## src/rtl/core/cpd_pkg.sv

```systemverilog
// ----------------------------------------------------------------------------
// cpd_pkg
// Shared widths, types and the angle table of the coil phase difference
// combiner.
// ----------------------------------------------------------------------------
package cpd_pkg;

    localparam int SAMPLE_BITS  = 16;
    localparam int ACC_BITS     = 40;
    localparam int PROD_BITS    = 2 * SAMPLE_BITS;
    localparam int WIDE_BITS    = ACC_BITS + 2;
    localparam int WORK_BITS    = 56;
    localparam int ANGLE_BITS   = 34;
    localparam int PHASE_BITS   = 16;
    localparam int ROOT_BITS    = 19;
    localparam int HALF_BITS    = ACC_BITS / 2;
    localparam int MAG_BITS     = 2 * ACC_BITS;
    localparam int REM_BITS     = ACC_BITS + 2;
    localparam int CORDIC_STEPS = 30;
    localparam int ROOT_STEPS   = ACC_BITS;
    localparam int SQ_STEPS     = 12;
    localparam int CNT_BITS     = 6;
    localparam int QUEUE_DEPTH  = 4;
    localparam int QUEUE_AW     = 2;
    localparam int QCNT_BITS    = QUEUE_AW + 1;

    typedef logic signed [ACC_BITS-1:0] t_acc;

    typedef struct packed {
        t_acc re;
        t_acc im;
    } t_sums;

    typedef struct packed {
        logic                 not_empty;
        logic [QCNT_BITS-1:0] count;
    } t_q_status;

    typedef enum logic [2:0] {
        BK_IDLE,
        BK_FOLD,
        BK_NORM,
        BK_ROT,
        BK_SQ,
        BK_ROOT,
        BK_OUT
    } t_back_state;

    typedef enum logic [1:0] {
        SH_HIGH,
        SH_CROSS,
        SH_LOW
    } t_sq_shift;

    function automatic t_acc sat_acc(input logic signed [WIDE_BITS-1:0] v);
        t_acc r;
        if ((v[WIDE_BITS-1:ACC_BITS-1] == '0) || (v[WIDE_BITS-1:ACC_BITS-1] == '1)) begin
            r = v[ACC_BITS-1:0];
        end else if (v[WIDE_BITS-1]) begin
            r = {1'b1, {(ACC_BITS-1){1'b0}}};
        end else begin
            r = {1'b0, {(ACC_BITS-1){1'b1}}};
        end
        return r;
    endfunction

    function automatic logic signed [ANGLE_BITS-1:0] atan_unit(input logic [4:0] i);
        logic [31:0] v;
        case (i)
            5'd0:  v = 32'h20000000;
            5'd1:  v = 32'h12E4051E;
            5'd2:  v = 32'h09FB385B;
            5'd3:  v = 32'h051111D4;
            5'd4:  v = 32'h028B0D43;
            5'd5:  v = 32'h0145D7E1;
            5'd6:  v = 32'h00A2F61E;
            5'd7:  v = 32'h00517C55;
            5'd8:  v = 32'h0028BE53;
            5'd9:  v = 32'h00145F2F;
            5'd10: v = 32'h000A2F98;
            5'd11: v = 32'h000517CC;
            5'd12: v = 32'h00028BE6;
            5'd13: v = 32'h000145F3;
            5'd14: v = 32'h0000A2FA;
            5'd15: v = 32'h0000517D;
            5'd16: v = 32'h000028BE;
            5'd17: v = 32'h0000145F;
            5'd18: v = 32'h00000A30;
            5'd19: v = 32'h00000518;
            5'd20: v = 32'h0000028C;
            5'd21: v = 32'h00000146;
            5'd22: v = 32'h000000A3;
            5'd23: v = 32'h00000051;
            5'd24: v = 32'h00000029;
            5'd25: v = 32'h00000014;
            5'd26: v = 32'h0000000A;
            5'd27: v = 32'h00000005;
            5'd28: v = 32'h00000003;
            5'd29: v = 32'h00000001;
            default: v = 32'h00000000;
        endcase
        return $signed({2'b00, v});
    endfunction

endpackage

```

## src/rtl/core/cpd_item_if.sv

```systemverilog
// ----------------------------------------------------------------------------
// cpd_item_if
// Input channel: one coil's first-echo and second-echo samples per item.
// ----------------------------------------------------------------------------
interface cpd_item_if;
    logic               valid;
    logic               ready;
    logic signed [15:0] first_echo_real;
    logic signed [15:0] first_echo_imag;
    logic signed [15:0] second_echo_real;
    logic signed [15:0] second_echo_imag;
    logic               last_coil;

    modport source (
        output valid, first_echo_real, first_echo_imag,
        output second_echo_real, second_echo_imag, last_coil,
        input  ready
    );
    modport sink (
        input  valid, first_echo_real, first_echo_imag,
        input  second_echo_real, second_echo_imag, last_coil,
        output ready
    );
endinterface

```

## src/rtl/core/cpd_front.sv

```systemverilog
// ----------------------------------------------------------------------------
// cpd_front
// Takes coil items, forms echo1 times conjugate of echo2 and accumulates it
// with saturation; a voxel's sum goes to the queue on its last coil.
// ----------------------------------------------------------------------------
module cpd_front
    import cpd_pkg::*;
(
    input  logic      i_clk,
    input  logic      i_rst_n,
    cpd_item_if.sink  i_item,
    input  t_q_status i_q_status,
    output logic      o_push,
    output t_sums     o_push_data
);

    logic                        r_v1;
    logic                        r_last1;
    logic signed [PROD_BITS-1:0] r_p_rr;
    logic signed [PROD_BITS-1:0] r_p_ii;
    logic signed [PROD_BITS-1:0] r_p_ir;
    logic signed [PROD_BITS-1:0] r_p_ri;
    t_acc                        r_sum_re;
    t_acc                        r_sum_im;

    logic [QCNT_BITS:0]          w_pending;
    logic                        w_accept;
    logic signed [WIDE_BITS-1:0] w_re;
    logic signed [WIDE_BITS-1:0] w_im;
    t_acc                        w_sat_re;
    t_acc                        w_sat_im;

    assign w_pending = {1'b0, i_q_status.count} + (QCNT_BITS+1)'(r_v1 & r_last1);
    assign i_item.ready = (w_pending < (QCNT_BITS+1)'(QUEUE_DEPTH));
    assign w_accept = i_item.valid & i_item.ready;

    always_ff @(posedge i_clk) begin
        if (!i_rst_n) begin
            r_v1 <= 1'b0;
        end else begin
            r_v1 <= w_accept;
        end
    end

    always_ff @(posedge i_clk) begin
        if (w_accept) begin
            r_last1 <= i_item.last_coil;
            r_p_rr  <= i_item.first_echo_real * i_item.second_echo_real;
            r_p_ii  <= i_item.first_echo_imag * i_item.second_echo_imag;
            r_p_ir  <= i_item.first_echo_imag * i_item.second_echo_real;
            r_p_ri  <= i_item.first_echo_real * i_item.second_echo_imag;
        end
    end

    assign w_re = WIDE_BITS'(r_sum_re) + WIDE_BITS'(r_p_rr) + WIDE_BITS'(r_p_ii);
    assign w_im = WIDE_BITS'(r_sum_im) + WIDE_BITS'(r_p_ir) - WIDE_BITS'(r_p_ri);
    assign w_sat_re = sat_acc(w_re);
    assign w_sat_im = sat_acc(w_im);

    always_ff @(posedge i_clk) begin
        if (!i_rst_n) begin
            r_sum_re <= '0;
            r_sum_im <= '0;
        end else if (r_v1) begin
            r_sum_re <= r_last1 ? '0 : w_sat_re;
            r_sum_im <= r_last1 ? '0 : w_sat_im;
        end
    end

    assign o_push         = r_v1 & r_last1;
    assign o_push_data.re = w_sat_re;
    assign o_push_data.im = w_sat_im;

`ifndef SYNTHESIS
    a_last_reaches_queue: assert property (@(posedge i_clk) disable iff (!i_rst_n)
        (w_accept && i_item.last_coil) |=> o_push)
        else $error("Last coil item did not push its sum.");
`endif

endmodule

```

## src/flat_wrapper.sv

```systemverilog
// flat-port wrapper written by rule: the top's interface ports become plain ports
module cpd_front_flat import cpd_pkg::*;
  (i_clk, i_rst_n, i_q_status, o_push, o_push_data, i_item_valid, i_item_first_echo_real, i_item_first_echo_imag, i_item_second_echo_real, i_item_second_echo_imag, i_item_last_coil, i_item_ready);
  cpd_item_if i_item_i ();
  input  logic i_clk;
  input  logic i_rst_n;
  input  t_q_status i_q_status;
  output logic o_push;
  output t_sums o_push_data;
  input wire logic [$bits(i_item_i.valid)-1:0] i_item_valid;
  input wire logic [$bits(i_item_i.first_echo_real)-1:0] i_item_first_echo_real;
  input wire logic [$bits(i_item_i.first_echo_imag)-1:0] i_item_first_echo_imag;
  input wire logic [$bits(i_item_i.second_echo_real)-1:0] i_item_second_echo_real;
  input wire logic [$bits(i_item_i.second_echo_imag)-1:0] i_item_second_echo_imag;
  input wire logic [$bits(i_item_i.last_coil)-1:0] i_item_last_coil;
  output wire logic [$bits(i_item_i.ready)-1:0] i_item_ready;
  assign i_item_i.valid = i_item_valid;
  assign i_item_i.first_echo_real = i_item_first_echo_real;
  assign i_item_i.first_echo_imag = i_item_first_echo_imag;
  assign i_item_i.second_echo_real = i_item_second_echo_real;
  assign i_item_i.second_echo_imag = i_item_second_echo_imag;
  assign i_item_i.last_coil = i_item_last_coil;
  assign i_item_ready = i_item_i.ready;
  cpd_front u_core (.i_clk(i_clk), .i_rst_n(i_rst_n), .i_item(i_item_i), .i_q_status(i_q_status), .o_push(o_push), .o_push_data(o_push_data));
endmodule
```

## config.mk

```make
export PLATFORM = sky130hd
export DESIGN_NAME = cpd_front_flat
export DESIGN_NICKNAME = d
export VERILOG_FILES = /design/src/rtl/core/cpd_pkg.sv /design/src/rtl/core/cpd_item_if.sv /design/src/rtl/core/cpd_front.sv /design/src/flat_wrapper.sv
export SDC_FILE = /design/constraint.sdc
export NUM_CORES = 2
export LEC_CHECK = 0
export ABC_AREA = 1
export BUFFER_PORTS_ARGS = -buffer_cell sky130_fd_sc_hd__buf_2
export CORE_MARGIN = 3
export CORE_UTILIZATION = 45
export DETAILED_ROUTE_END_ITERATION = 12
export PLACE_DENSITY = 0.6
export SETUP_SLACK_MARGIN = 0.3
export SLEW_MARGIN = 20
export SYNTH_ARGS = -nofsm -noshare
export SYNTH_HDL_FRONTEND = slang
export SYNTH_SLANG_ARGS = --single-unit
```

## constraint.sdc

```tcl
create_clock -name i_clk -period 12.2 [get_ports i_clk]
set_input_delay 0.61 -clock i_clk [delete_from_list [all_inputs] [get_ports i_clk]]
set_output_delay 0.61 -clock i_clk [all_outputs]
set_load 0.02 [all_outputs]
```

* After elaboration in Yosys (flattened, before gate mapping)
Index checks and enable logic that the tools add are counted.
** Cells by class
- Shift operators :: 0
- Div/mod/pow operators :: 0
- Multiply operators :: 4
- Order comparisons :: 1
- Add/subtract/negate cells :: 5
- Reduce and logical (&&, ||, !) cells :: 4
- Bitwise logic cells :: 3
- Muxes and demuxes :: 6
- Equality and inequality tests :: 2
** Operator list (count)
- two-way mux 40 bit :: 6
- multiplier 16 x 16 -> 32 bit :: 4
- adder 40 x 32 -> 41 bit :: 2
- adder 41 x 32 -> 42 bit :: 1
- subtractor 41 x 32 -> 42 bit :: 1
- == test 3 bit (second input constant) :: 2
- zero test 3 bit :: 2
- adder 3 x 4 -> 4 bit :: 1
- less-than comparator 4 x 3 -> 1 bit (second input constant) :: 1
- AND 1 bit :: 3
- logical OR 1 bit :: 2
** Storage, ports and cells
- RAM bits :: 0
- Memories kept :: 0
- Output and inout bits :: 82
- ROM bits :: 0
- Bits in registers :: 210
- Bits in latches :: 0

* Longest topological paths before layout
- Word-level depth :: 6
- Depth in mapped cells :: 25
- Depth with buffers taken out :: 24

* Worst setup path before layout
Ideal clock, no wire load.
- Path type :: input-to-reg
- Start point :: input i_q_status[2] (netlist bit)
- End point :: register u_core.r_last1 (enable)
- Path slack :: 1911 ps
- Data arrival time :: 9512 ps
- Library setup time :: 777 ps
- Path buffers :: 0
- Stages on the path :: 1
- Path through :: nor3_1
** Between the ends
- Cells in the longest elaborated chain, start to end :: 3
** Ends and longest elaborated chain
- start: declaration :: line flat_wrapper.sv:7 : input t_q_status i_q_status;
- adder 3 x 4 -> 4 bit :: line cpd_front.sv:33 : assign w_pending = {1'b0, i_q_status.count} + (QCNT_BITS+1)'(r_v1 & r_last1);
- less-than comparator 4 x 3 -> 1 bit :: line cpd_front.sv:34 : assign i_item.ready = (w_pending < (QCNT_BITS+1)'(QUEUE_DEPTH));
- AND 1 bit :: line cpd_front.sv:35 : assign w_accept = i_item.valid & i_item.ready;
- end signal: assignment :: line cpd_front.sv:47 : r_last1 <= i_item.last_coil;
- end: declaration :: line cpd_front.sv:18 : logic r_last1;
Every way passes these cells.
A chain may end at the register's enable or synchronous reset.

* Worst setup path in the final report
- Start point :: input i_item_second_echo_real[1]
- End point :: register u_core.r_p_ir[28] (data pin)
** Between the ends
- Cells in the longest elaborated chain, start to end :: 1
** Ends and longest elaborated chain
- start: declaration :: line flat_wrapper.sv:13 : input wire logic [$bits(i_item_i.second_echo_real)-1:0] i_item_second_echo_real;
- multiplier 16 x 16 -> 32 bit :: line cpd_front.sv:50 : r_p_ir <= i_item.first_echo_imag * i_item.second_echo_real;
- end signal: assignment :: line cpd_front.sv:50
- end: declaration :: line cpd_front.sv:21 : logic signed [PROD_BITS-1:0] r_p_ir;
Every way passes these cells.

==> impl_metrics.csv <==
group,metric,value,unit
outcome,status,"finished, final reports clean",
synth,yosys.area.top_type,"fa_1",
synth,ys_warn_count,0,
sta,max_freq,0.148,GHz
setup_path,r2r-end,"u_core.r_sum_im[18]$_SDFFE_PN0P_",
setup_path,required,12.54,ns
setup_path,arrival,7.10,ns
floorplan,start_util,45.7,%
sta,hold_violations,0,
routing,postRouteAntennaNets,0,
sta,fin_tns_setup,0,ns
setup_path,cp_max_fo,32,
synth,dominantRegCellSynth,"edfxtp_1",
clock_network,cts.sinks,210,
sta,worstMarginPinSlew,1.13,ns
floorplan,core-area,123000,um^2
worst_hold_path,min_path_cells,1,
setup_path,critical_path_class,"in2reg",
place,io_buffers,152,
synth,synth_most_common_cell,"inv_1",
synth,ys_seq_elements,210,
synth,syn_nets,8737,
synth,synth_top_area_share,40.3,%
job,cap_violations,0,
clock_network,cts_max_path_buffers,3,
clock_network,clk_latency,0.56,ns
routing,drt_iter0_drc,3294,
setup_path,reg2reg_from,"u_core.r_p_ri[31]$_DFFE_PP_",
routing,drc_errors,0,
routing,drt_pre_antenna_iters,6,
synth,syn-cell-area,56100,um^2
setup_path,crit_path_end_kind,"flip-flop",
synth,postSynthAreaPerCell,7.87,um^2
clock_network,cts_made_buffers,27,
worst_hold_path,worstHoldStart,"i_item_last_coil",
clock_network,post_cts_resized,0,
clock_network,ctsHtreeMaxLevel,1,
setup_path,cp-startpoint,"i_item_second_echo_real[1]",
worst_hold_path,hp-class,"in2reg",
clock_network,path_clk_slew,0.06,ns
global_route,grt.overflow.total,0,
routing,vias_per_cell,5.03,
setup_path,reg2reg_depth,17,
setup_path,startpoint_type,"input port",
floorplan,dieArea,129000,um^2
global_route,antenna_found_initial,12,
setup_path,rrSetupSlack,7.86,ns
sta,period_share,55.4,%
final_layout,nNetsFinal,8717,
sta,period_minus_slack,6.76,ns
global_route,gr-usage-all-layers,24.3,%
floorplan,die_height,359,um
clock_network,cts_tree,"done",
place,gp_congestion,0.944,
sta,finClkSkew,0.0157,ns
worst_hold_path,hold_end,"u_core.r_last1$_DFFE_PP_",
global_route,grt_pass1_wl,251000,um
clock_network,holdBufCountCts,0,
synth,ys_async_sr_fraction,0,%
synth,syn_inst,7126,
sta,slew_headroom,24.5,%
global_route,grt_start_max_net_pins,82,
place,dp_hpwl,123000,um
routing,routed_wl,154000,um
sta,slew_violations,0,
clock_network,post-cts-setup-buffers,0,
synth,ys_types,46,
floorplan,die_w,359,um
synth,seq_area_frac_synth,9.80,%
synth,synth-edff-count,129,
floorplan,top_level_ports,154,
synth,ys_top_cells_by_area,"fa_1 (40%), inv_1 (13%), nand2_1 (13%)",
final_layout,drive_gt1_share,4.56,%
sta,rsz0062_at_grt,"no",
final_layout,syn2layout_area_growth,5.34,%
floorplan,core.rowCount,128,
routing,routedWlPerCell,17.5,um
synth,synthTopCellsByCount,"inv_1 (2,017), nand2_1 (1,877), fa_1 (1,129)",
global_route,grt_pass1_vias,45300,
clock_network,cts-root-buf,"clkbuf_16",
sta,setup_viol,0,
routing,dr_total_vias,44100,
[flip-flops by register name, summed over array words and instances (netlist names)]
register         flops
u_core.r_p_ir       32
u_core.r_sum_re     40
u_core.r_p_rr       32
u_core.r_sum_im     40
u_core.r_p_ri       32
u_core.r_p_ii       32
u_core.r_v1          1
u_core.r_last1       1
[final cells by class]
class                      count  area, um^2
antenna                        6        15.0
clock buffer                  29         683
clock inverter                20         233
fill                       12400       63600
inverter                    2028        7610
multi-input combinational   4656       42000
sequential                   210        5500
tap                         1625        2030
timing repair buffer         183         997
[cell families after synthesis]
kind of cell / Yosys count / synth area share [%]
buffers and inverters: 2260 / 15.3
xor gates and xnor gates: 204 / 3.19
AOI/OAI and AO/OA: 519 / 5.20
DFF: 210 / 9.80
and+or+nand+nor: 2394 / 17.0
adders and majority gates: 1539 / 49.4
[worst max-delay path by stage]
stage / cells after the start / to / slack [ns]
2_1_floorplan: 1 / u_core.r_last1$_DFFE_PP_ / 1.91
3_3_place_gp: 17 / u_core.r_p_ir[28]$_DFFE_PP_ / 4.97
3_5_place_dp: 17 / u_core.r_p_ir[28]$_DFFE_PP_ / 4.97
4_1_cts: 17 / u_core.r_p_ir[28]$_DFFE_PP_ / 5.57
5_1_grt: 17 / u_core.r_p_ir[28]$_DFFE_PP_ / 5.20
6_report: 17 / u_core.r_p_ir[28]$_DFFE_PP_ / 5.44
[layer usage]
metal	part of all wire (%)	wire length (um)	track usage [%]	up-vias
met3	6.8	10400	2.49	155
met2	44	67900	37.5	1327
li1	-	-	-	20500
met5	0.0085	13	0	-
met4	1.6	2490	4.02	2
met1	47	72800	37.5	22000
[critical path, cell delays in order]
cell,delay [ns]
buf_2,0.75
nand2_1,0.21
inv_1,0.19
fa_1,0.56
fa_1,0.92
fa_1,0.53
fa_1,0.52
fa_1,0.49
inv_1,0.05
fa_1,0.47
inv_1,0.04
ha_1,0.35
a21oi_1,0.31
o21ai_0,0.22
a211oi_1,0.33
o211ai_1,0.18
xor2_1,0.32
[placed cells by master, fill, tap and decap left out, drive strengths merged]
cell type  instances
inv             2033
nand2           1927
fa              1129
ha               410
a21oi            297
nor2             292
buf              183
xor2             132
edfxtp           129
o21ai            112
nand3             94
dfxtp             81
xnor2             72
nor3              33
nand4             30
clkbuf            29
o21bai            25
o21a              19
a21o              17
o211ai            15
a31oi             12
clkinv            10
nor4               9
a21boi             7
diode              6
a211oi             6
o2111ai            5
bufinv             4
a221oi             3
or4                3
nand3b             3
or2                1
o211a              1
and2               1
and3               1
clkinvlp           1
[per-stage QoR]
stage / hold slack (ns) / std cells / area [um^2] / setup WS, ns / utilization (%)
final: 0.221 / 8757 / 59100 / 5.44 / 48.2
after global routing: 0.199 / 8752 / 59100 / 5.20 / 48.1
after CTS: 0.177 / 8751 / 59100 / 5.57 / 48.1
after detailed placement: 0.456 / 8702 / 58100 / 4.97 / 47.4
after global placement: 0.453 / 8702 / 58100 / 4.97 / 47.4
after floorplan: 0.445 / 7126 / 56100 / 1.91 / -
Power is left out: the tool's default activity adds up to more than one toggle a clock period on the data nets, which glitch-free logic cannot reach.
