**src/rtl/core/cpd_pkg.sv**
```systemverilog
// ----------------------------------------------------------------------------
// cpd_pkg
// Shared widths, types and the angle table of the coil phase difference
// combiner.
// ----------------------------------------------------------------------------
package cpd_pkg;

    localparam int SAMPLE_BITS  = 16;
    localparam int ACC_BITS     = 40;
    localparam int PROD_BITS    = 2 * SAMPLE_BITS;
    localparam int WIDE_BITS    = ACC_BITS + 2;
    localparam int WORK_BITS    = 56;
    localparam int ANGLE_BITS   = 34;
    localparam int PHASE_BITS   = 16;
    localparam int ROOT_BITS    = 19;
    localparam int HALF_BITS    = ACC_BITS / 2;
    localparam int MAG_BITS     = 2 * ACC_BITS;
    localparam int REM_BITS     = ACC_BITS + 2;
    localparam int CORDIC_STEPS = 30;
    localparam int ROOT_STEPS   = ACC_BITS;
    localparam int SQ_STEPS     = 12;
    localparam int CNT_BITS     = 6;
    localparam int QUEUE_DEPTH  = 4;
    localparam int QUEUE_AW     = 2;
    localparam int QCNT_BITS    = QUEUE_AW + 1;

    typedef logic signed [ACC_BITS-1:0] t_acc;

    typedef struct packed {
        t_acc re;
        t_acc im;
    } t_sums;

    typedef struct packed {
        logic                 not_empty;
        logic [QCNT_BITS-1:0] count;
    } t_q_status;

    typedef enum logic [2:0] {
        BK_IDLE,
        BK_FOLD,
        BK_NORM,
        BK_ROT,
        BK_SQ,
        BK_ROOT,
        BK_OUT
    } t_back_state;

    typedef enum logic [1:0] {
        SH_HIGH,
        SH_CROSS,
        SH_LOW
    } t_sq_shift;

    function automatic t_acc sat_acc(input logic signed [WIDE_BITS-1:0] v);
        t_acc r;
        if ((v[WIDE_BITS-1:ACC_BITS-1] == '0) || (v[WIDE_BITS-1:ACC_BITS-1] == '1)) begin
            r = v[ACC_BITS-1:0];
        end else if (v[WIDE_BITS-1]) begin
            r = {1'b1, {(ACC_BITS-1){1'b0}}};
        end else begin
            r = {1'b0, {(ACC_BITS-1){1'b1}}};
        end
        return r;
    endfunction

    function automatic logic signed [ANGLE_BITS-1:0] atan_unit(input logic [4:0] i);
        logic [31:0] v;
        case (i)
            5'd0:  v = 32'h20000000;
            5'd1:  v = 32'h12E4051E;
            5'd2:  v = 32'h09FB385B;
            5'd3:  v = 32'h051111D4;
            5'd4:  v = 32'h028B0D43;
            5'd5:  v = 32'h0145D7E1;
            5'd6:  v = 32'h00A2F61E;
            5'd7:  v = 32'h00517C55;
            5'd8:  v = 32'h0028BE53;
            5'd9:  v = 32'h00145F2F;
            5'd10: v = 32'h000A2F98;
            5'd11: v = 32'h000517CC;
            5'd12: v = 32'h00028BE6;
            5'd13: v = 32'h000145F3;
            5'd14: v = 32'h0000A2FA;
            5'd15: v = 32'h0000517D;
            5'd16: v = 32'h000028BE;
            5'd17: v = 32'h0000145F;
            5'd18: v = 32'h00000A30;
            5'd19: v = 32'h00000518;
            5'd20: v = 32'h0000028C;
            5'd21: v = 32'h00000146;
            5'd22: v = 32'h000000A3;
            5'd23: v = 32'h00000051;
            5'd24: v = 32'h00000029;
            5'd25: v = 32'h00000014;
            5'd26: v = 32'h0000000A;
            5'd27: v = 32'h00000005;
            5'd28: v = 32'h00000003;
            5'd29: v = 32'h00000001;
            default: v = 32'h00000000;
        endcase
        return $signed({2'b00, v});
    endfunction

endpackage

```
**src/rtl/core/cpd_result_if.sv**
```systemverilog
// ----------------------------------------------------------------------------
// cpd_result_if
// Result channel: wrapped phase and root magnitude of one voxel per item.
// ----------------------------------------------------------------------------
interface cpd_result_if;
    logic               valid;
    logic               ready;
    logic signed [15:0] wrapped_phase;
    logic [18:0]        root_magnitude;

    modport source (
        output valid, wrapped_phase, root_magnitude,
        input  ready
    );
    modport sink (
        input  valid, wrapped_phase, root_magnitude,
        output ready
    );
endinterface

```
**src/rtl/core/cpd_back.sv**
```systemverilog
// ----------------------------------------------------------------------------
// cpd_back
// Per voxel sum: CORDIC phase with pre-normalization, then the fourth root
// of the squared magnitude as two passes of a bit-pair square root.
// ----------------------------------------------------------------------------
module cpd_back
    import cpd_pkg::*;
(
    input  logic         i_clk,
    input  logic         i_rst_n,
    input  t_q_status    i_q_status,
    input  t_sums        i_q_data,
    output logic         o_pop,
    cpd_result_if.source o_result
);

    t_back_state                  r_state, n_state;
    logic [CNT_BITS-1:0]          r_cnt, n_cnt;
    logic                         r_pass, n_pass;
    t_acc                         r_re, n_re;
    t_acc                         r_im, n_im;
    logic signed [WORK_BITS-1:0]  r_x, n_x;
    logic signed [WORK_BITS-1:0]  r_y, n_y;
    logic signed [WORK_BITS-1:0]  r_m, n_m;
    logic signed [ANGLE_BITS-1:0] r_z, n_z;
    logic [ACC_BITS-1:0]          r_ar, n_ar;
    logic [ACC_BITS-1:0]          r_ai, n_ai;
    logic [ACC_BITS-1:0]          r_prod, n_prod;
    t_sq_shift                    r_psh, n_psh;
    logic [MAG_BITS-1:0]          r_n, n_n;
    logic [REM_BITS-1:0]          r_rem, n_rem;
    logic [ACC_BITS-1:0]          r_q, n_q;
    logic [ROOT_BITS-1:0]         r_root, n_root;
    logic                         r_out_valid, n_out_valid;
    logic signed [PHASE_BITS-1:0] r_out_phase, n_out_phase;
    logic [ROOT_BITS-1:0]         r_out_root, n_out_root;

    logic signed [WORK_BITS-1:0]  w_fx, w_fy, w_ay, w_dx, w_dy;
    logic signed [ANGLE_BITS-1:0] w_zr;
    logic [HALF_BITS-1:0]         w_hi, w_lo, w_opa, w_opb;
    logic [2:0]                   w_step;
    logic [MAG_BITS-1:0]          w_addend;
    logic [REM_BITS-1:0]          w_rem2, w_t;
    logic [ACC_BITS-1:0]          w_qn;
    logic                         w_ge;

    always_ff @(posedge i_clk) begin
        if (!i_rst_n) begin
            r_state     <= BK_IDLE;
            r_cnt       <= '0;
            r_pass      <= 1'b0;
            r_out_valid <= 1'b0;
        end else begin
            r_state     <= n_state;
            r_cnt       <= n_cnt;
            r_pass      <= n_pass;
            r_out_valid <= n_out_valid;
        end
    end

    always_ff @(posedge i_clk) begin
        r_re        <= n_re;
        r_im        <= n_im;
        r_x         <= n_x;
        r_y         <= n_y;
        r_m         <= n_m;
        r_z         <= n_z;
        r_ar        <= n_ar;
        r_ai        <= n_ai;
        r_prod      <= n_prod;
        r_psh       <= n_psh;
        r_n         <= n_n;
        r_rem       <= n_rem;
        r_q         <= n_q;
        r_root      <= n_root;
        r_out_phase <= n_out_phase;
        r_out_root  <= n_out_root;
    end

    assign w_fx = r_re[ACC_BITS-1] ? -WORK_BITS'(r_re) : WORK_BITS'(r_re);
    assign w_fy = r_re[ACC_BITS-1] ? -WORK_BITS'(r_im) : WORK_BITS'(r_im);
    assign w_ay = w_fy[WORK_BITS-1] ? -w_fy : w_fy;
    assign w_dx = r_y >>> r_cnt[4:0];
    assign w_dy = r_x >>> r_cnt[4:0];
    assign w_zr = r_z + ANGLE_BITS'(32768);

    assign w_step = r_cnt[3:1];
    assign w_hi   = (w_step < 3'd3) ? r_ar[ACC_BITS-1:HALF_BITS] : r_ai[ACC_BITS-1:HALF_BITS];
    assign w_lo   = (w_step < 3'd3) ? r_ar[HALF_BITS-1:0] : r_ai[HALF_BITS-1:0];

    always_comb begin
        case (r_psh)
            SH_HIGH:  w_addend = MAG_BITS'(r_prod) << (2 * HALF_BITS);
            SH_CROSS: w_addend = MAG_BITS'(r_prod) << (HALF_BITS + 1);
            SH_LOW:   w_addend = MAG_BITS'(r_prod);
            default:  w_addend = '0;
        endcase
    end

    assign w_rem2 = {r_rem[REM_BITS-3:0], r_n[MAG_BITS-1:MAG_BITS-2]};
    assign w_t    = {r_q, 2'b01};
    assign w_ge   = (w_rem2 >= w_t);
    assign w_qn   = {r_q[ACC_BITS-2:0], w_ge};

    always_comb begin
        n_state     = r_state;
        n_cnt       = r_cnt;
        n_pass      = r_pass;
        n_re        = r_re;
        n_im        = r_im;
        n_x         = r_x;
        n_y         = r_y;
        n_m         = r_m;
        n_z         = r_z;
        n_ar        = r_ar;
        n_ai        = r_ai;
        n_prod      = r_prod;
        n_psh       = r_psh;
        n_n         = r_n;
        n_rem       = r_rem;
        n_q         = r_q;
        n_root      = r_root;
        n_out_valid = r_out_valid & ~o_result.ready;
        n_out_phase = r_out_phase;
        n_out_root  = r_out_root;
        o_pop       = 1'b0;
        w_opa       = w_hi;
        w_opb       = w_hi;
        case (r_state)
            BK_IDLE: begin
                if (i_q_status.not_empty) begin
                    o_pop   = 1'b1;
                    n_re    = i_q_data.re;
                    n_im    = i_q_data.im;
                    n_state = BK_FOLD;
                end
            end
            BK_FOLD: begin
                n_x   = w_fx;
                n_y   = w_fy;
                n_m   = (w_fx > w_ay) ? w_fx : w_ay;
                n_ar  = r_re[ACC_BITS-1] ? ACC_BITS'(-WIDE_BITS'(r_re)) : r_re;
                n_ai  = r_im[ACC_BITS-1] ? ACC_BITS'(-WIDE_BITS'(r_im)) : r_im;
                n_n   = '0;
                n_cnt = '0;
                if (r_re[ACC_BITS-1]) begin
                    n_z = r_im[ACC_BITS-1] ? -(ANGLE_BITS'(1) <<< 31)
                                           : (ANGLE_BITS'(1) <<< 31);
                end else begin
                    n_z = '0;
                end
                if ((r_re == '0) && (r_im == '0)) begin
                    n_state = BK_SQ;
                end else begin
                    n_state = BK_NORM;
                end
            end
            BK_NORM: begin
                if (r_m[WORK_BITS-1:43] == '0) begin
                    n_x = r_x <<< 8;
                    n_y = r_y <<< 8;
                    n_m = r_m <<< 8;
                end else if (r_m[WORK_BITS-1:50] == '0) begin
                    n_x = r_x <<< 1;
                    n_y = r_y <<< 1;
                    n_m = r_m <<< 1;
                end else begin
                    n_cnt   = '0;
                    n_state = BK_ROT;
                end
            end
            BK_ROT: begin
                if (!r_y[WORK_BITS-1]) begin
                    n_x = r_x + w_dx;
                    n_y = r_y - w_dy;
                    n_z = r_z + atan_unit(r_cnt[4:0]);
                end else begin
                    n_x = r_x - w_dx;
                    n_y = r_y + w_dy;
                    n_z = r_z - atan_unit(r_cnt[4:0]);
                end
                if (r_cnt == CNT_BITS'(CORDIC_STEPS - 1)) begin
                    n_cnt   = '0;
                    n_state = BK_SQ;
                end else begin
                    n_cnt = r_cnt + 1'b1;
                end
            end
            BK_SQ: begin
                if (!r_cnt[0]) begin
                    case (w_step)
                        3'd0, 3'd3: begin
                            w_opa = w_hi;
                            w_opb = w_hi;
                            n_psh = SH_HIGH;
                        end
                        3'd1, 3'd4: begin
                            w_opa = w_hi;
                            w_opb = w_lo;
                            n_psh = SH_CROSS;
                        end
                        default: begin
                            w_opa = w_lo;
                            w_opb = w_lo;
                            n_psh = SH_LOW;
                        end
                    endcase
                    n_prod = w_opa * w_opb;
                end else begin
                    n_n = r_n + w_addend;
                end
                if (r_cnt == CNT_BITS'(SQ_STEPS - 1)) begin
                    n_cnt   = '0;
                    n_pass  = 1'b0;
                    n_rem   = '0;
                    n_q     = '0;
                    n_state = BK_ROOT;
                end else begin
                    n_cnt = r_cnt + 1'b1;
                end
            end
            BK_ROOT: begin
                n_rem = w_ge ? (w_rem2 - w_t) : w_rem2;
                n_q   = w_qn;
                n_n   = r_n << 2;
                if (r_cnt == CNT_BITS'(ROOT_STEPS - 1)) begin
                    n_cnt = '0;
                    n_rem = '0;
                    n_q   = '0;
                    if (!r_pass) begin
                        n_pass = 1'b1;
                        n_n    = MAG_BITS'(w_qn);
                    end else begin
                        n_root  = (w_qn[ACC_BITS-1:ROOT_BITS] != '0) ? '1
                                                                   : w_qn[ROOT_BITS-1:0];
                        n_state = BK_OUT;
                    end
                end else begin
                    n_cnt = r_cnt + 1'b1;
                end
            end
            BK_OUT: begin
                if (!r_out_valid || o_result.ready) begin
                    n_out_valid = 1'b1;
                    n_out_phase = w_zr[31:16];
                    n_out_root  = r_root;
                    n_state     = BK_IDLE;
                end
            end
            default: begin
                n_state = BK_IDLE;
            end
        endcase
    end

    assign o_result.valid          = r_out_valid;
    assign o_result.wrapped_phase  = r_out_phase;
    assign o_result.root_magnitude = r_out_root;

`ifndef SYNTHESIS
    a_pop_only_idle: assert property (@(posedge i_clk) disable iff (!i_rst_n)
        o_pop |-> (r_state == BK_IDLE) && i_q_status.not_empty)
        else $error("Sum taken from the queue while busy.");
    a_root_count: assert property (@(posedge i_clk) disable iff (!i_rst_n)
        (r_state == BK_ROOT) |-> (r_cnt < CNT_BITS'(ROOT_STEPS)))
        else $error("Square root step count out of range.");
`endif

endmodule

```
**src/flat_wrapper.sv**
```systemverilog
// flat-port wrapper written by rule: the top's interface ports become plain ports
module cpd_back_flat import cpd_pkg::*;
  (i_clk, i_rst_n, i_q_status, i_q_data, o_pop, o_result_valid, o_result_wrapped_phase, o_result_root_magnitude, o_result_ready);
  cpd_result_if o_result_i ();
  input  logic i_clk;
  input  logic i_rst_n;
  input  t_q_status i_q_status;
  input  t_sums i_q_data;
  output logic o_pop;
  output wire logic [$bits(o_result_i.valid)-1:0] o_result_valid;
  output wire logic [$bits(o_result_i.wrapped_phase)-1:0] o_result_wrapped_phase;
  output wire logic [$bits(o_result_i.root_magnitude)-1:0] o_result_root_magnitude;
  input wire logic [$bits(o_result_i.ready)-1:0] o_result_ready;
  assign o_result_valid = o_result_i.valid;
  assign o_result_wrapped_phase = o_result_i.wrapped_phase;
  assign o_result_root_magnitude = o_result_i.root_magnitude;
  assign o_result_i.ready = o_result_ready;
  cpd_back u_core (.i_clk(i_clk), .i_rst_n(i_rst_n), .i_q_status(i_q_status), .i_q_data(i_q_data), .o_pop(o_pop), .o_result(o_result_i));
endmodule
```
**config.mk**
```make
export PLATFORM = sky130hd
export DESIGN_NAME = cpd_back_flat
export DESIGN_NICKNAME = d
export VERILOG_FILES = /design/src/rtl/core/cpd_pkg.sv /design/src/rtl/core/cpd_result_if.sv /design/src/rtl/core/cpd_back.sv /design/src/flat_wrapper.sv
export SDC_FILE = /design/constraint.sdc
export NUM_CORES = 2
export LEC_CHECK = 0
export BUFFER_PORTS_ARGS = -buffer_cell sky130_fd_sc_hd__clkbuf_2
export CORE_ASPECT_RATIO = 2
export CORE_MARGIN = 2
export CORE_UTILIZATION = 50
export DETAILED_ROUTE_END_ITERATION = 6
export PLACE_DENSITY = 0.66
export SKIP_CTS_REPAIR_TIMING = 1
export SLEW_MARGIN = 20
export SYNTH_ARGS = -nofsm -noshare
export SYNTH_HDL_FRONTEND = slang
export SYNTH_SLANG_ARGS = --single-unit
```
**constraint.sdc**
```tcl
create_clock -name i_clk -period 31.3 [get_ports i_clk]
set_input_delay 6.26 -clock i_clk [delete_from_list [all_inputs] [get_ports i_clk]]
set_output_delay 6.26 -clock i_clk [all_outputs]
set_load 0.02 [all_outputs]
```
# == Word-level counts from Yosys, hierarchy flattened ==
# Memory sizes are Yosys's and may differ from the RTL's. A register that Yosys moved wholly into a read port is not among the register bits.
# Cells that the tools add are included.
# word_totals
out_inout_bits,37
latch_bits,0
mem_bits_ro,1920
elab_cells,176
inputBits,87
n_memories,2
register_bits,629
mem_bits_rw,0
# classes
addsub,15
shift,2
n_mul,1
div_mod_pow,0
mux,73
n_eq_ne,24
n_lt_le_gt_ge,3
n_bitwise,3
reduce_logical,31
# mem_list
name,depth,width,rd,rd_ports_with_merged_regs,wr,line_no,rtl
(no name shown),32,30,1,1,0,cpd_pkg.sv:69,case (i)
(no name shown),32,30,1,1,0,cpd_pkg.sv:69,
# ops
cell,n
two-way mux 56 bit,12
one-hot mux 80 bit (3 select lines),2
one-hot mux 56 bit (3 select lines),2
two-way mux 80 bit,3
two-way mux 40 bit,5
two-way mux 20 bit,8
one-hot mux 40 bit (2 select lines),2
two-way mux 32 bit,4
adder 56 bit,2
negator 40 -> 56 bit,2
one-hot mux 56 bit (2 select lines),1
>>> shifter 56 x 5 -> 56 bit,2
subtractor 56 bit,2
two-way mux 34 bit,3
adder 80 bit,1
zero test 40 bit,2
negator 40 bit,2
two-way mux 39 bit,2
one-hot mux 34 bit (2 select lines),1
> comparator 56 bit,1
negator 56 bit,1
>= comparator 42 bit,1
multiplier 20 x 20 -> 40 bit,1
subtractor 40 bit,1
42 further kinds,89

# == Longest topological paths before layout ==
# logic_depth
word_depth,7
ltp_mapped,38

# == Worst setup path after synthesis ==
# Ideal clock, no wire load.
# synth_path
path_type,input to output
startpoint,input port i_q_status[3] in the netlist's numbering
endpoint,output port o_pop
path_slack_ns,10.117
stages,1
t_arrival_ns,14.923
path_buffers,0
cell_sequence,nor4b_1
# synth_between
elab_chain_cells,2
# synth_lines
element,line_no,rtl
from (decl),flat_wrapper.sv:7,input t_q_status i_q_status;
two-way mux 1 bit,cpd_back.sv:131,if (i_q_status.not_empty) begin
two-way mux 1 bit,cpd_back.sv:129,case (r_state)
to (decl),flat_wrapper.sv:9,output logic o_pop;
# No other way between the ends.

# == Worst setup path after layout ==
# Same ends and word-level chain as after synthesis.

==> out/metrics.yaml <==
hold_path:
  min-delay-start: "u_core.r_root[0]"
  hold_end: "u_core.o_result.root_magnitude[0]"
  hp-class: "reg2reg"
  hold_depth: 0
clock_tree:
  clkTransAtPathRegs_ns: 0.06
  clk_latency_ns: 0.73
  cts.path.max_buffers: 3
  cts.sinks: 657
  clockRootBuffer: "clkbuf_16"
  htree_levels: 3
  cts_tree: "yes"
  cts_buffers: 70
setup_path:
  critPathKind: "in2out"
  cp-start-kind: "input port"
  cp_slowest_cell: "buf_4"
  required_ns: 25.04
  critPathArrivalTime_ns: 6.99
  path_max_fanout: 10
  rr_worst_depth: 31
  cpPeakStageDelay_ns: 0.24
  r2r_end: "u_core.r_prod[39]"
  crit_path_frequent_cell: "clkbuf_2"
  crit_chain: "clkbuf_2 > nor4b_2 > buf_4 > clkbuf_2"
  reg2reg_from: "u_core.r_cnt[2]"
  r2r_setup_slack_ns: 20.55
  end_kind: "primary output"
sta:
  rsz0062_at_grt: "no"
  final_min_period_over_clock_period_pct: 42.3
  setup_tns_ns: 0
  hold_viol: 0
  max_slew_margin_pct: 12.5
  fin_crit_ns: 13.25
  worstMarginPinSlew_ns: 1.31
  finalSetupViolations: 0
  fmax_mhz: 75.5
  fin_worst_skew_ns: 0.0679
  slew_violations: 0
grt:
  antenna_found_initial: 9
  grt_max_degree: 153
  grt_overflow_total: 0
  grt_pass1_wl_mm: 388
  grt_use_total_pct: 34.0
  grt_pass1_vias: 62000
route:
  vias: 65700
  routed_wirelength_mm: 260
  viasPerCell: 6.51
  first_iter_violations: 8828
  highest_layer: "met5"
  m1WireLength_mm: 109
  drc: 6
  wl_met2_mm: 108
  wl_per_cell_um: 25.8
  final_antenna_net_count: 0
  met3_length_mm: 28.8
  dr.pass1.iters: 7
finish:
  drive_above_1_share_pct: 9.06
  utilization_pct: 53.4
  area_growth_pct: 6.44
  finalNetCount: 9014
  layoutNonFillerInstCount: 10100
logic_synthesis:
  synth-edff-count: 616
  seq_area_frac_synth_pct: 26.3
  ys_ff_latch: 657
  syn_area_per_cell_um2: 8.91
  synth_flop_cell: "edfxtp_1"
  syn_inst: 8245
  syn-cell-area_um2: 73500
  ys_async_sr_fraction_pct: 0
  yosysWarnings: 0
  yosysUniqueCellTypes: 112
place:
  gp_congestion: 1.07
  io_buffers: 120
  dpl.cell_count: 9955
  detailed_place_hpwl_mm: 195
die:
  pin_count: 124
  die_h_um: 546
  rows: 199
  fp.coreArea_um2: 146000
  die_w_um: 275
  dieArea_um2: 150000
  start_util_pct: 50.2
job:
  cap_viol_max_count: 0
run_status:
  violations: "design-rule violations"
  status: "finished, violations left"
-- cells in the final DEF, fill, tap and decap left out, drive strengths merged, types with 34 or more instances in the layout --
| master | instances |
|---|---|
| dfxtp | 41 |
| a22oi | 45 |
| nand2 | 843 |
| a21o | 171 |
| nor2b | 64 |
| and3 | 83 |
| buf | 142 |
| or3 | 47 |
| nand3 | 177 |
| mux4 | 123 |
| o21ai | 368 |
| edfxtp | 616 |
| fa | 324 |
| nor4 | 34 |
| clkbuf | 207 |
| ha | 484 |
| a211oi | 112 |
| xnor2 | 356 |
| or2 | 45 |
| o22ai | 99 |
| o211ai | 49 |
| a21oi | 659 |
| nor2 | 785 |
| nand4 | 74 |
| o31ai | 53 |
| a22o | 37 |
| a31oi | 115 |
| mux2 | 121 |
| inv | 513 |
| o21a | 56 |
| nand2b | 93 |
| mux2i | 331 |
| o21bai | 51 |
| nor3 | 119 |
| xor2 | 199 |
| and2 | 90 |
-- layer usage --
layer	vias to the layer above	GRT usage, %
met1	31800	49.1
met3	642	7.42
met2	3575	48.1
met4	8	15.7
li1	29600	-
met5	-	0
-- critical path, delay by kind of cell --
kind,cells,cell delay (ns)
buf+inv,3,0.52
simple gates,1,0.19
-- worst max-delay path by stage --
stage / from / to / cells after the start
finish: i_q_status[3] / o_pop / 4
CTS: i_q_status[3] / o_pop / 4
global placement: i_q_status[3] / o_pop / 4
global route: i_q_status[3] / o_pop / 4
floorplan: i_q_status[3] / o_pop / 1
detailed placement: i_q_status[3] / o_pop / 4
-- final cells by class --
type / instances / area, um^2
diodes: 5 / 12.5
fillers: 13700 / 68200
clock buffers: 87 / 1860
multi-input cells: 6621 / 50500
well taps: 1909 / 2390
repair buffers: 262 / 1720
flip-flops and latches: 657 / 19300
clock inverters: 42 / 477
inverters: 507 / 1910
-- stage by stage --
step                area, um^2  setup WS [ns]  hold WS, ns
floorplan                73500          10.12        0.400
global placement         75800          18.07        0.402
detailed placement       75800          18.06        0.405
CTS                      78100          18.05        0.420
global route             78200          17.97        0.424
finish                   78200          18.05        0.422
-- cell usage after synthesis, drive strengths merged, types with 41 or more instances --
| master | n | share of area [%] |
|---|---|---|
| clkbuf | 347 | 1.8 |
| o211ai | 49 | 0.50 |
| o22ai | 99 | 0.84 |
| mux4 | 123 | 3.8 |
| nor2 | 785 | 4.0 |
| or3 | 47 | 0.41 |
| buf | 135 | 0.94 |
| ha | 484 | 8.2 |
| and2 | 90 | 0.77 |
| dfxtp | 41 | 1.1 |
| xnor2 | 356 | 4.2 |
| mux2i | 331 | 4.5 |
| a211oi | 112 | 1.1 |
| and3 | 83 | 0.71 |
| fa | 324 | 8.8 |
| nand4 | 74 | 0.63 |
| xor2 | 199 | 2.4 |
| o21a | 56 | 0.57 |
| nand2b | 93 | 0.80 |
| nand3 | 177 | 1.2 |
| inv | 504 | 2.6 |
| a21o | 171 | 1.7 |
| mux2 | 121 | 1.9 |
| edfxtp | 616 | 25 |
| nand2 | 843 | 4.3 |
| o31ai | 53 | 0.59 |
| nor2b | 64 | 0.55 |
| a31oi | 115 | 0.98 |
| o21ai | 368 | 2.5 |
| nor3 | 119 | 0.82 |
| a22oi | 45 | 0.46 |
| o21bai | 51 | 0.52 |
| or2 | 45 | 0.38 |
| a21oi | 659 | 4.5 |
-- logic make-up (layout without fill, tap and decap cells) --
group / count (synthesis) / after routing / share of synthesized area, %
simple gates: 2546 / 2546 / 16.1
compound gates: 2113 / 2113 / 18.5
buf+inv: 989 / 898 / 5.31
fa+ha+maj: 808 / 808 / 17.1
flops: 657 / 657 / 26.3
mux: 575 / 575 / 10.1
xor+xnor: 555 / 555 / 6.62
other cells: 2 / 29 / 0.0102
-- state kept, by name, summed over array words and instances (netlist names), named ones only --
register / count
u_core.r_n: 80
u_core.r_m: 56
u_core.r_x: 56
u_core.r_y: 56
u_core.r_ai: 40
u_core.r_ar: 40
u_core.r_im: 40
u_core.r_prod: 40
u_core.r_q: 40
u_core.r_re: 40
u_core.r_rem: 40
u_core.r_z: 32
u_core.o_result.root_magnitude: 19
u_core.r_root: 19
u_core.o_result.wrapped_phase: 16
u_core.r_cnt: 6
u_core.r_state: 3
u_core.r_psh: 2
u_core.o_result.valid: 1
u_core.r_pass: 1
Power is not shown: default switching activity piles up to over one toggle a cycle in this logic, so the estimate is an artifact.
